**config.mk**
```make
export PLATFORM = sky130hd
export DESIGN_NAME = twp_mod_stage
export DESIGN_NICKNAME = d
export VERILOG_FILES = /design/src/sv/twp_pkg.sv /design/src/sv/twp_mod_stage.sv
export SDC_FILE = /design/constraint.sdc
export NUM_CORES = 1
export LEC_CHECK = 0
export ABC_AREA = 1
export BUFFER_PORTS_ARGS = -buffer_cell sky130_fd_sc_hd__buf_4
export CORE_MARGIN = 1.5
export CORE_UTILIZATION = 47
export DETAILED_ROUTE_END_ITERATION = 8
export PLACE_DENSITY = 0.76
export SYNTH_ARGS = -nofsm -noshare
export SYNTH_HDL_FRONTEND = slang
export SYNTH_SLANG_ARGS = --single-unit
```
**constraint.sdc**
```tcl
create_clock -name clk_i -period 0.8 [get_ports clk_i]
set_input_delay 0.2 -clock clk_i [delete_from_list [all_inputs] [get_ports clk_i]]
set_output_delay 0.2 -clock clk_i [all_outputs]
set_load 0.05 [all_outputs]
```
**src/sv/twp_pkg.sv**
```systemverilog
// ----------------------------------------------------------------------------
// twp_pkg
// Shared types and constants of the trapezoid pulse evaluator.
// ----------------------------------------------------------------------------
package twp_pkg;

  localparam int unsigned CfgIdxBits = 3;

  typedef enum logic [CfgIdxBits-1:0] {
    REG_PERIOD      = 3'd0,
    REG_HEIGHT      = 3'd1,
    REG_HALF_WIDTH  = 3'd2,
    REG_RAMP_LENGTH = 3'd3,
    REG_CENTRE      = 3'd4
  } cfg_reg_e;

endpackage

```
**src/sv/twp_mod_stage.sv**
```systemverilog
// ----------------------------------------------------------------------------
// twp_mod_stage
// One restoring step of the distance-modulo-period reduction.
// ----------------------------------------------------------------------------
module twp_mod_stage import twp_pkg::*; #(
  parameter int unsigned TIME_BITS = 32
) (
  input  logic                 clk_i,
  input  logic                 rst_ni,
  input  logic                 en_i,
  input  logic [TIME_BITS-1:0] period_i,
  input  logic                 valid_i,
  input  logic [TIME_BITS-1:0] rem_i,
  input  logic [TIME_BITS-1:0] dsh_i,
  output logic                 valid_o,
  output logic [TIME_BITS-1:0] rem_o,
  output logic [TIME_BITS-1:0] dsh_o
);

  logic [TIME_BITS:0]   trial;
  logic [TIME_BITS:0]   red;
  logic                 valid_q;
  logic [TIME_BITS-1:0] rem_q, dsh_q;

  // a zero period subtracts nothing, so the remainder ends as the distance
  assign trial = {rem_i, dsh_i[TIME_BITS-1]};
  assign red   = (trial >= {1'b0, period_i}) ? trial - {1'b0, period_i} : trial;

  always_ff @(posedge clk_i or negedge rst_ni) begin
    if (!rst_ni) begin
      valid_q <= 1'b0;
    end else if (en_i) begin
      valid_q <= valid_i;
    end
  end

  always_ff @(posedge clk_i) begin
    if (en_i) begin
      rem_q <= red[TIME_BITS-1:0];
      dsh_q <= {dsh_i[TIME_BITS-2:0], 1'b0};
    end
  end

  assign valid_o = valid_q;
  assign rem_o   = rem_q;
  assign dsh_o   = dsh_q;

endmodule

```
==> flow_summary_export.csv <==
group,metric,value,unit
status,status,"finished, violations left",
status,violations,"setup timing",
setup_path,cp-end-kind,"register",
clock_tree,cts_buffers,9,
die,die_area,0.0116,mm²
global_routing,grt_pass1_wl,28700,µm
place,portBuffers,163,
place,place_area,0.00785,mm²
global_routing,antenna_found_initial,0,
place,dp_cells,1110,
clock_tree,clockRootBuffer,"clkbuf_8",
logic_synthesis,synthesis.area,0.00514,mm²
final_layout,n_antenna_cell,0,
sta,final-setup-viol-count,97,
routing,routed_wirelength,22800,µm
setup_path,r2r_start,"valid_o",
die,ios,165,
routing,dr.pass1.iters,7,
global_routing,grt_max_degree,23,
setup_path,crit_buf_inv,3,
global_routing,grt_overflow,0,
routing,drc_errors,0,
place,gp_congestion,0.953,
sta,rsz0062_at_grt,"true",
power,ir_drop,1.06,mV
routing,wl_per_cell,19.9,µm
die,core,0.0105,mm²
clock_tree,clk_latency,0.36,ns
setup_path,path_max_fanout,4,
setup_path,crit_required,0.94,ns
final_layout,fin_cells,1146,
global_routing,track_usage,32.7,%
sta,max_freq,0.551,GHz
final_layout,drive_above_1_share,55.0,%
final_layout,syn_to_final_growth,79.7,%
die,start_util,49.1,%
setup_path,max_stage_delay,0.34,ns
logic_synthesis,synth_cell_types,30,
routing,vias,6447,
clock_tree,cts.sinks,64,
routing,drtIter0Drc,758,
setup_path,timing.setup.critical_path_class,"in2reg",
hold_path,min_path_type,"in2reg",
routing,ant_nets,0,
clock_tree,clk_pin_slew,0.09,ns
sta,skew,0,ns
logic_synthesis,syn-num-nets,850,
logic_synthesis,ys_ff_latch,64,
sta,period_minus_slack,1.81,ns
place,dp_hpwl,13900,µm
logic_synthesis,syn-mean-instance-area,7.16,µm²
final_layout,multiInputGateArea,0.00374,mm²
final_layout,regArea,0.00192,mm²
die,die_height,108,µm
final_layout,nFillCells,479,
sta,tns,-51.84,ns
die,die_w,108,µm
logic_synthesis,ys_seq_area_share,37.3,%
sta,hold_viol,0,
power,power.total,15.2,mW
final_layout,design_area,0.00923,mm²
clock_tree,cts_tree,"done",
final_layout,layout.nets,1138,
setup_path,crit_family,"simple AND/OR/NAND/NOR gates",
clock_tree,cts_max_level,3,
setup_path,cpMostUsedCell,"nand2_1",
setup_path,critPathLaunchType,"input port",
setup_path,crit_start,"period_i[13]",
logic_synthesis,syn_inst,717,
routing,viasPerCell,5.63,
sta,fin_crit_sh,227,%
die,rows,37,
final_layout,fin_util,88.2,%
setup_path,cpMaxStageDelayCell,"a21oi_1",
setup_path,cp_num_cells,13,
logic_synthesis,ys_warn_count,0,
setup_path,crit_chain,"buf_4 -> inv_1 -> ha_4 -> nand2_1 -> inv_1 -> nand2_1 -> nand2_2 -> a21oi_1 -> nand2_4 -> nand2_2 -> nand3b_1 -> nand3_2 -> nand2_1",
sta,drv_slew,0,
power,power_density,1640,mW/mm²
setup_path,r2r_cells,1,
setup_path,critical_path_arrival,1.96,ns
global_routing,grt_pass1_vias,5866,
hold_path,whs_path_depth,1,
sta,worst_slack,-1.01,ns
power,p_leak,4.61,nW
job,maxCapViolations,0,
clock_tree,clockBufferDepth,2,
hold_path,min_from,"dsh_i[18]",
## per-stage QoR
step / setup WS [ns] / hold slack, ns
6_report: -1.01 / 0.00424
4_1_cts: -0.789 / 0.00120
5_1_grt: -1.08 / -0.00278
2_1_floorplan: -0.892 / -0.0956
3_5_place_dp: -1.27 / -0.0225
3_3_place_gp: -1.21 / -0.0248
## Yosys cell counts (all sizes together)
master	count	area, µm²
nor3	9	55.1
and2	8	50.1
nand3	70	430
conb	1	3.75
nor2	42	180
xor2	14	123
mux2	1	11.3
inv	148	556
a21oi	18	90.1
buf	10	83.8
nand3b	11	82.6
dfrtp	1	25.0
o21ai	1	5.00
a21o	2	15.0
nand2	282	1090
fa	1	20.0
nand4	3	18.8
edfxtp	63	1890
ha	32	400
## cell usage in the layout (no fill, tap or decap), drive strengths merged, types with 2 or more instances in the layout
master      n
ha         32
nand4       3
xor2       14
clkbuf     11
edfxtp     63
nor3        9
nand3b     11
clkinvlp    2
nor2       42
a21oi      18
inv       149
buf       285
nand3      70
bufinv      2
nand2     282
and2        8
a21o        2
## flip-flops by register name, indices dropped and copies added (netlist names)
name	count
valid_o	1
rem_o	32
dsh_o	31
## final cells by class
class	count	area share, %
clock inverters	6	1.00
clock buffers	10	1.38
well taps	136	1.84
multi-input cells	495	40.5
inverters	148	6.26
repair buffers	287	28.2
flip-flops and latches	64	20.8
## repair_timing
| item | in CTS | in global routing |
|---|---|---|
| hold buffers | 1 | 0 |
| endpoints found under the setup margin | 96 | 97 |
| setup buffers | 9 | 8 |
| hold endpoints to repair | 1 | 0 |
| pin swaps | 33 | 51 |
| resized for setup | 134 | 151 |
| cloned | 1 | 1 |
## worst paths after layout
check                       endpoint  slack (ns)
setup / recovery           rem_o[30]       -1.01
hold / removal             dsh_o[19]       0.004
setup reg to reg             valid_o           0
hold reg to reg              valid_o        0.55
max in group asynchronous    valid_o        0.49
min in group asynchronous    valid_o        0.21
## kinds of logic after synthesis
group                      after synthesis  share of synthesized area, %
adders and majority gates               33                          8.19
AOI/OAI and AO/OA                       21                          2.14
muxes                                    1                         0.219
and+or+nand+nor                        425                          37.2
other                                    1                        0.0730
DFF                                     64                          37.3
xor gates and xnor gates                14                          2.39
buffers and inverters                  158                          12.4
## routing by layer
layer	track usage, %	vias up	share of wire [%]
li1	-	2796	-
met1	37.9	2895	34
met2	58.2	568	47
met3	6.90	188	11
met4	13.4	0	7.1
met5	0	-	0
## power breakdown
part / switching, mW / leakage, nW / internal, mW / total [mW]
combinational: 4.37 / 3.88 / 3.05 / 7.42
sequential: 0.193 / 0.627 / 4.18 / 4.37
clock: 1.61 / 0.103 / 1.77 / 3.39
total: 6.17 / 4.61 / 9.00 / 15.2
No activity file was read; power rests on OpenSTA's default activity.
