==> config.mk <==
export PLATFORM = sky130hd
export DESIGN_NAME = twp_scale_stage
export DESIGN_NICKNAME = d
export VERILOG_FILES = /design/src/sv/twp_pkg.sv /design/src/sv/twp_scale_stage.sv
export SDC_FILE = /design/constraint.sdc
export NUM_CORES = 1
export LEC_CHECK = 0
export ABC_AREA = 1
export BUFFER_PORTS_ARGS = -buffer_cell sky130_fd_sc_hd__buf_2
export CAP_MARGIN = 20
export CORE_ASPECT_RATIO = 0.6
export CORE_UTILIZATION = 50
export CTS_CLUSTER_SIZE = 10
export DETAILED_ROUTE_END_ITERATION = 12
export PLACE_DENSITY = 0.72
export SYNTH_ARGS = -nofsm -noshare
export SYNTH_HDL_FRONTEND = slang
export SYNTH_SLANG_ARGS = --single-unit
==> constraint.sdc <==
create_clock -name clk_i -period 1.5 [get_ports clk_i]
set_input_delay 0.075 -clock clk_i [delete_from_list [all_inputs] [get_ports clk_i]]
set_output_delay 0.075 -clock clk_i [all_outputs]
set_load 0.05 [all_outputs]
==> src/sv/twp_pkg.sv <==
// ----------------------------------------------------------------------------
// twp_pkg
// Shared types and constants of the trapezoid pulse evaluator.
// ----------------------------------------------------------------------------
package twp_pkg;

  localparam int unsigned CfgIdxBits = 3;

  typedef enum logic [CfgIdxBits-1:0] {
    REG_PERIOD      = 3'd0,
    REG_HEIGHT      = 3'd1,
    REG_HALF_WIDTH  = 3'd2,
    REG_RAMP_LENGTH = 3'd3,
    REG_CENTRE      = 3'd4
  } cfg_reg_e;

endpackage

==> src/sv/twp_scale_stage.sv <==
// ----------------------------------------------------------------------------
// twp_scale_stage
// One height bit of the ramp level division floor(height * n / ramp).
// ----------------------------------------------------------------------------
module twp_scale_stage import twp_pkg::*; #(
  parameter int unsigned TIME_BITS  = 32,
  parameter int unsigned LEVEL_BITS = 16
) (
  input  logic                  clk_i,
  input  logic                  rst_ni,
  input  logic                  en_i,
  input  logic                  hbit_i,
  input  logic [TIME_BITS-2:0]  ramp_i,
  input  logic                  valid_i,
  input  logic [TIME_BITS-2:0]  n_i,
  input  logic [TIME_BITS-2:0]  acc_i,
  input  logic [LEVEL_BITS-1:0] q_i,
  input  logic                  is_ramp_i,
  input  logic [LEVEL_BITS-1:0] lvl_i,
  output logic                  valid_o,
  output logic [TIME_BITS-2:0]  n_o,
  output logic [TIME_BITS-2:0]  acc_o,
  output logic [LEVEL_BITS-1:0] q_o,
  output logic                  is_ramp_o,
  output logic [LEVEL_BITS-1:0] lvl_o
);

  logic [TIME_BITS:0]    acc2, e1, e2, acc_n;
  logic [1:0]            digit;
  logic                  valid_q, is_ramp_q;
  logic [TIME_BITS-2:0]  n_q, acc_q;
  logic [LEVEL_BITS-1:0] q_q, lvl_q;

  // acc stays below ramp, so the step adds at most two to the quotient
  always_comb begin
    acc2 = {1'b0, acc_i, 1'b0} + (hbit_i ? {2'b00, n_i} : '0);
    e1   = {2'b00, ramp_i};
    e2   = {1'b0, ramp_i, 1'b0};
    if (acc2 >= e2) begin
      acc_n = acc2 - e2;
      digit = 2'd2;
    end else if (acc2 >= e1) begin
      acc_n = acc2 - e1;
      digit = 2'd1;
    end else begin
      acc_n = acc2;
      digit = 2'd0;
    end
  end

  always_ff @(posedge clk_i or negedge rst_ni) begin
    if (!rst_ni) begin
      valid_q <= 1'b0;
    end else if (en_i) begin
      valid_q <= valid_i;
    end
  end

  always_ff @(posedge clk_i) begin
    if (en_i) begin
      n_q       <= n_i;
      acc_q     <= acc_n[TIME_BITS-2:0];
      q_q       <= {q_i[LEVEL_BITS-2:0], 1'b0} + {{(LEVEL_BITS-2){1'b0}}, digit};
      is_ramp_q <= is_ramp_i;
      lvl_q     <= lvl_i;
    end
  end

  assign valid_o   = valid_q;
  assign n_o       = n_q;
  assign acc_o     = acc_q;
  assign q_o       = q_q;
  assign is_ramp_o = is_ramp_q;
  assign lvl_o     = lvl_q;

endmodule

==> summary.txt, run 1 <==
Synthesis
  – Simple-gate share of the synthesized area: 0.334
  – Most used DFF post-synth: edfxtp_1
  – Top cells by count, synth: nand2_1, inv_1, nand3_1, nor2_1
  – Synth top area cells: edfxtp_1, nand2_1, ha_1
  – Synth Cell Area: approximately 0.010 mm2
  – Mux share of post-synthesis cell area: 0.00108
  – Cell count after synthesis: ~1600
  – Post-synth ARST share: 0.0104
  – XOR/XNOR Fraction of Synth Area: 0.0564
  – FF+latch count, synth: 96
  – Synth Area in Compound Gates: 0.0973
  – Post-Synth Adder-Cell Area: 0.119
  – Most common cell in the netlist: nand2_1
  – Post-Syn Nets: 1801
  – YS warnings: 0
  – Main combinational cell family by area after synthesis: simple AND/OR/NAND/NOR gates
  – Synth cell types: 44
  – Syn Area/Cell: about 6.6 um2
  – Top-area cell type share of the netlist area: 0.274
  – Seq/Total Area, Yosys: 0.277
  – EDFF count, synth: 95
  – Top cell type by total area after synthesis: edfxtp_1

Outcome
  – Status: aborted with a tool error
  – Failed at: global routing (5_1_grt)
  – Run Error: [ERROR GRT-0232] Routing congestion too high. Check the congestion heatmap in the GUI.

Timing
  – WEP type: register input
  – GR repair worst EP: q_o[15]$_DFFE_PP_/D

Clocking
  – H-tree levels: 3
  – CTS Sinks: 96
  – Root Buffer: clkbuf_16
  – CTS Buf Count: 9
  – CTS max path bufs: 2

Die
  – Die span in x: about 190 um
  – Die Ht: approximately 110 um
  – Num rows: 40
  – # IOs: 227
  – Initial core utilization: 0.515

Global routing
  – Gr usage total: 0.880
  – Global route overflow: 278
  – Largest net degree at the start of global routing: 43

Placed design
  – Hpwl dp: between 30000 and 40000 um
  – # port buffers: 225
  – Placer Congestion: just over 1
==> metal layers <==
layer / overflow / track usage
met5: 5 / 0.575
met4: 87 / 0.874
met3: 20 / 0.790
met2: 141 / 1.00
met1: 25 / 0.871
==> through the flow <==
| step | setup TNS [ns] | hold WS (ns) | setup slack, ns | instance area (um2) | cells |
|---|---|---|---|---|---|
| CTS | -97.06 | 0.00839 | -2.60 | 17700 | 2575 |
| detailed placement | -142.20 | -0.149 | -3.90 | 15400 | 2462 |
| global placement | -133.23 | -0.150 | -3.51 | 15400 | 2462 |
| floorplan | -85.41 | -0.221 | -2.77 | 11000 | 1573 |
==> logic make-up after synthesis <==
family,count (synthesis)
mux,1
buf+inv,301
flops,96
compound gates,175
fa+ha+maj,97
simple gates,836
xor+xnor,67
==> timing repair <==
item	CTS
buffers inserted	42
hold buffers	51
endpoints found under the hold margin	50
cloned	5
setup endpoints to repair	47
pin swaps	75
gates resized for setup	238
==> run 2: changes to the inputs <==
--- a/config.mk
+++ b/config.mk
@@ -8,11 +8,9 @@
 export ABC_AREA = 1
 export BUFFER_PORTS_ARGS = -buffer_cell sky130_fd_sc_hd__buf_2
 export CAP_MARGIN = 20
-export CORE_ASPECT_RATIO = 0.6
-export CORE_UTILIZATION = 50
-export CTS_CLUSTER_SIZE = 10
+export CORE_UTILIZATION = 35
 export DETAILED_ROUTE_END_ITERATION = 12
-export PLACE_DENSITY = 0.72
+export PLACE_DENSITY_LB_ADDON = 0.15
 export SYNTH_ARGS = -nofsm -noshare
 export SYNTH_HDL_FRONTEND = slang
 export SYNTH_SLANG_ARGS = --single-unit
==> summary.txt, run 2 <==
Outcome
  – Failing checks: negative setup slack
  – Status: finished, violations left

Layout
  – Design Area, Final: 0.0186 mm2
  – Most common cell after layout, fill and taps aside: buf_4
  – Share of layout cells above drive strength 1: 0.466
  – Nets: between 2000 and 3000
  – Area of the multi-input gates: between 0.008 and 0.009 mm2
  – Most frequent cells in the layout: buf_4, nand2_1, inv_1
  – Ant. Diodes: 0
  – Area delta synth->final: 78.6%
  – FF+latch area: between 0.002 and 0.003 mm2
  – Fill cells: between 2000 and 3000

Drt
  – Routed length on met2: 19900 um
  – DR WL met3: 2500 um
  – # DRC: 0
  – M1 WL: ~20000 um
  – Antenna viol nets, final: 0
  – Avg WL per Cell: approximately 16 um
  – Vias: 12900
  – Top routing layer used: met4
  – Starting DRT DRC Count: 806
  – Pre-antenna DRT Iters: 6
  – Via density: about 4.8
  – DRT Wirelength: approximately 43000 um

Synthesis
  – EDFF count, synth: 95
  – Cell count after synthesis: 1573
  – Post-Syn Nets: about 1800
  – Most used DFF post-synth: edfxtp_1
  – FF+latch count, synth: 96
  – Top-area cell type share of the netlist area: 0.274
  – YS warnings: 0
  – Seq/Total Area, Yosys: 0.277
  – Top cells by count, synth: nand2_1, inv_1, nand3_1, nor2_1
  – Synth Cell Area: ~0.010 mm2
  – Top cell type by total area after synthesis: edfxtp_1
  – Syn Area/Cell: 6.62 um2
  – Most common cell in the netlist: nand2_1
  – Synth cell types: 44
  – Post-synth ARST share: 0.0104
  – Synth top area cells: edfxtp_1, nand2_1, ha_1

Timing
  – RSZ-0062 raised after global routing: true
  – Peak Freq: ~240 MHz
  – Final Cycle Share: 2.78
  – Final Critical Period: 4.17 ns
  – Worst Tran Pin Value: about 0.45 ns
  – Final Max Slew Viols: 0
  – Fin. Hold Viols: 0
  – Setup-failing EPs final: 47
  – Layout Skew: 0 ns
  – PnR worst setup slack: -2.67 ns
  – Worst slew margin: 0.697

Clocking
  – Root Buffer: clkbuf_16
  – Clk Latency, worst-skew pair: roughly 0.38 ns
  – H-tree levels: 3
  – CTS Sinks: 96
  – Worst-path clk slew: 0.07 ns
  – CTS tree: done
  – CTS Buf Count: 9
  – CTS max path bufs: 2

Placed design
  – Hpwl dp: roughly 34000 um
  – # port buffers: roughly 230
  – Placer Congestion: ~0.96
  – Placed cell areas: ~0.016 mm2

Run
  – Number of max-cap violations: 0

Die
  – Initial core utilization: 0.359
  – Core Box Area: around 0.029 mm2
  – Die area: about 0.030 mm2
  – Die Ht: ~170 um
  – # IOs: approximately 230
  – Die span in x: roughly 170 um
  – Num rows: 62

Setup path
  – Startpoint Class: input pin
  – Worst setup EP type: flop
  – Worst path required time: 1.62 ns
  – CP max stage cell: fa_2
  – Crit-path max FO: 8
  – R2R depth: 1
  – CP peak stage delay: between 0.4 and 0.5 ns
  – Type of the worst setup path: input pin to flop
  – CP arrival: 4.29 ns
  – Most common cell on crit path: nand2_2

Global routing
  – Global route overflow: 0
  – Number of global-route vias before repair: 12800
  – Largest net degree at the start of global routing: 36
  – Global-route wire length before repair: about 67000 um
  – Initial antenna violation count: 0
  – Gr usage total: 0.287

Pwr
  – Tot Pwr: approximately 0.02 W
  – Pwr Density: ~1100 mW/mm2
  – LEAKAGE: around 9.5 nW
  – Peak supply drop: approximately 0.00054 V

Min path
  – Hold depth: 2
  – Worst hold-check path type: input pin to flop
run 2: cells by family (layout without fill, tap and decap cells):
group	Yosys count	after routing	synth area share
AO/OA/AOI/OAI	175	175	0.0973
XOR/XNOR	67	67	0.0564
adder cells (fa/ha/maj)	97	97	0.119
buffers and inverters	301	1047	0.116
flip-flops	96	96	0.277
multiplexers	1	1	0.00108
AND/OR/NAND/NOR	836	836	0.334
run 2: area by class of cell:
type                            count  area share
Inverter                          283      0.0573
Tap cell                          384      0.0259
Sequential cell                    96       0.155
Multi-Input combinational cell   1176       0.450
Clock inverter                      7     0.00390
Clock buffer                        9      0.0121
Timing Repair Buffer              748       0.296
run 2: critical path: cells and delay by family:
kind            cells  cell delay [ns]
compound gates      1             0.07
buf+inv             7             0.79
xor+xnor            2             0.28
simple gates       18             1.90
fa+ha+maj           5             1.17
run 2: per-stage QoR:
step                hold slack [ns]  worst slack, ns  setup TNS [ns]  std cells  utilization
finish                       0.0165            -2.67          -93.53       2703        0.641
global route                 0.0130            -2.87         -100.89       2703        0.641
CTS                          0.0121            -2.55          -94.38       2689        0.618
detailed placement           -0.148            -3.82         -138.38       2581        0.540
global placement             -0.150            -3.73         -137.70       2581        0.540
floorplan                    -0.221            -2.77          -85.41       1573            -
run 2: final timing paths:
check / from / to / slack [ns]
worst min-delay path: q_i[14] / q_o[15]$_DFFE_PP_ / 0.02
max in group asynchronous: rst_ni / valid_o$_DFFE_PN0P_ / 0.86
worst max-delay path: hbit_i / q_o[13]$_DFFE_PP_ / -2.67
worst max register to register: valid_o$_DFFE_PN0P_ / valid_o$_DFFE_PN0P_ / 0.75
min in group asynchronous: rst_ni / valid_o$_DFFE_PN0P_ / 0.53
worst min register to register: valid_o$_DFFE_PN0P_ / valid_o$_DFFE_PN0P_ / 0.53
run 2: per-layer routing:
layer | global-route usage | vias to the layer above
li1 | - | 6533
met1 | 0.390 | 5914
met2 | 0.474 | 408
met3 | 0.0339 | 61
met4 | 0.0852 | 0
met5 | 0 | -
run 2: report_power, final:
group | internal [W] | switching, W | leakage [nW]
clock network | 0.00118 | 0.00134 | 0.143
registers | 0.00353 | 0.0000930 | 0.940
logic | 0.00588 | 0.00759 | 8.45
run 2: timing repair:
action	CTS	global route
endpoints found under the setup margin	47	47
buffers inserted	36	15
cloned	7	0
hold buffers	51	0
resized for setup	226	140
hold endpoints to repair	50	0
pin swaps	88	92
(Power assumes the default switching activity.)
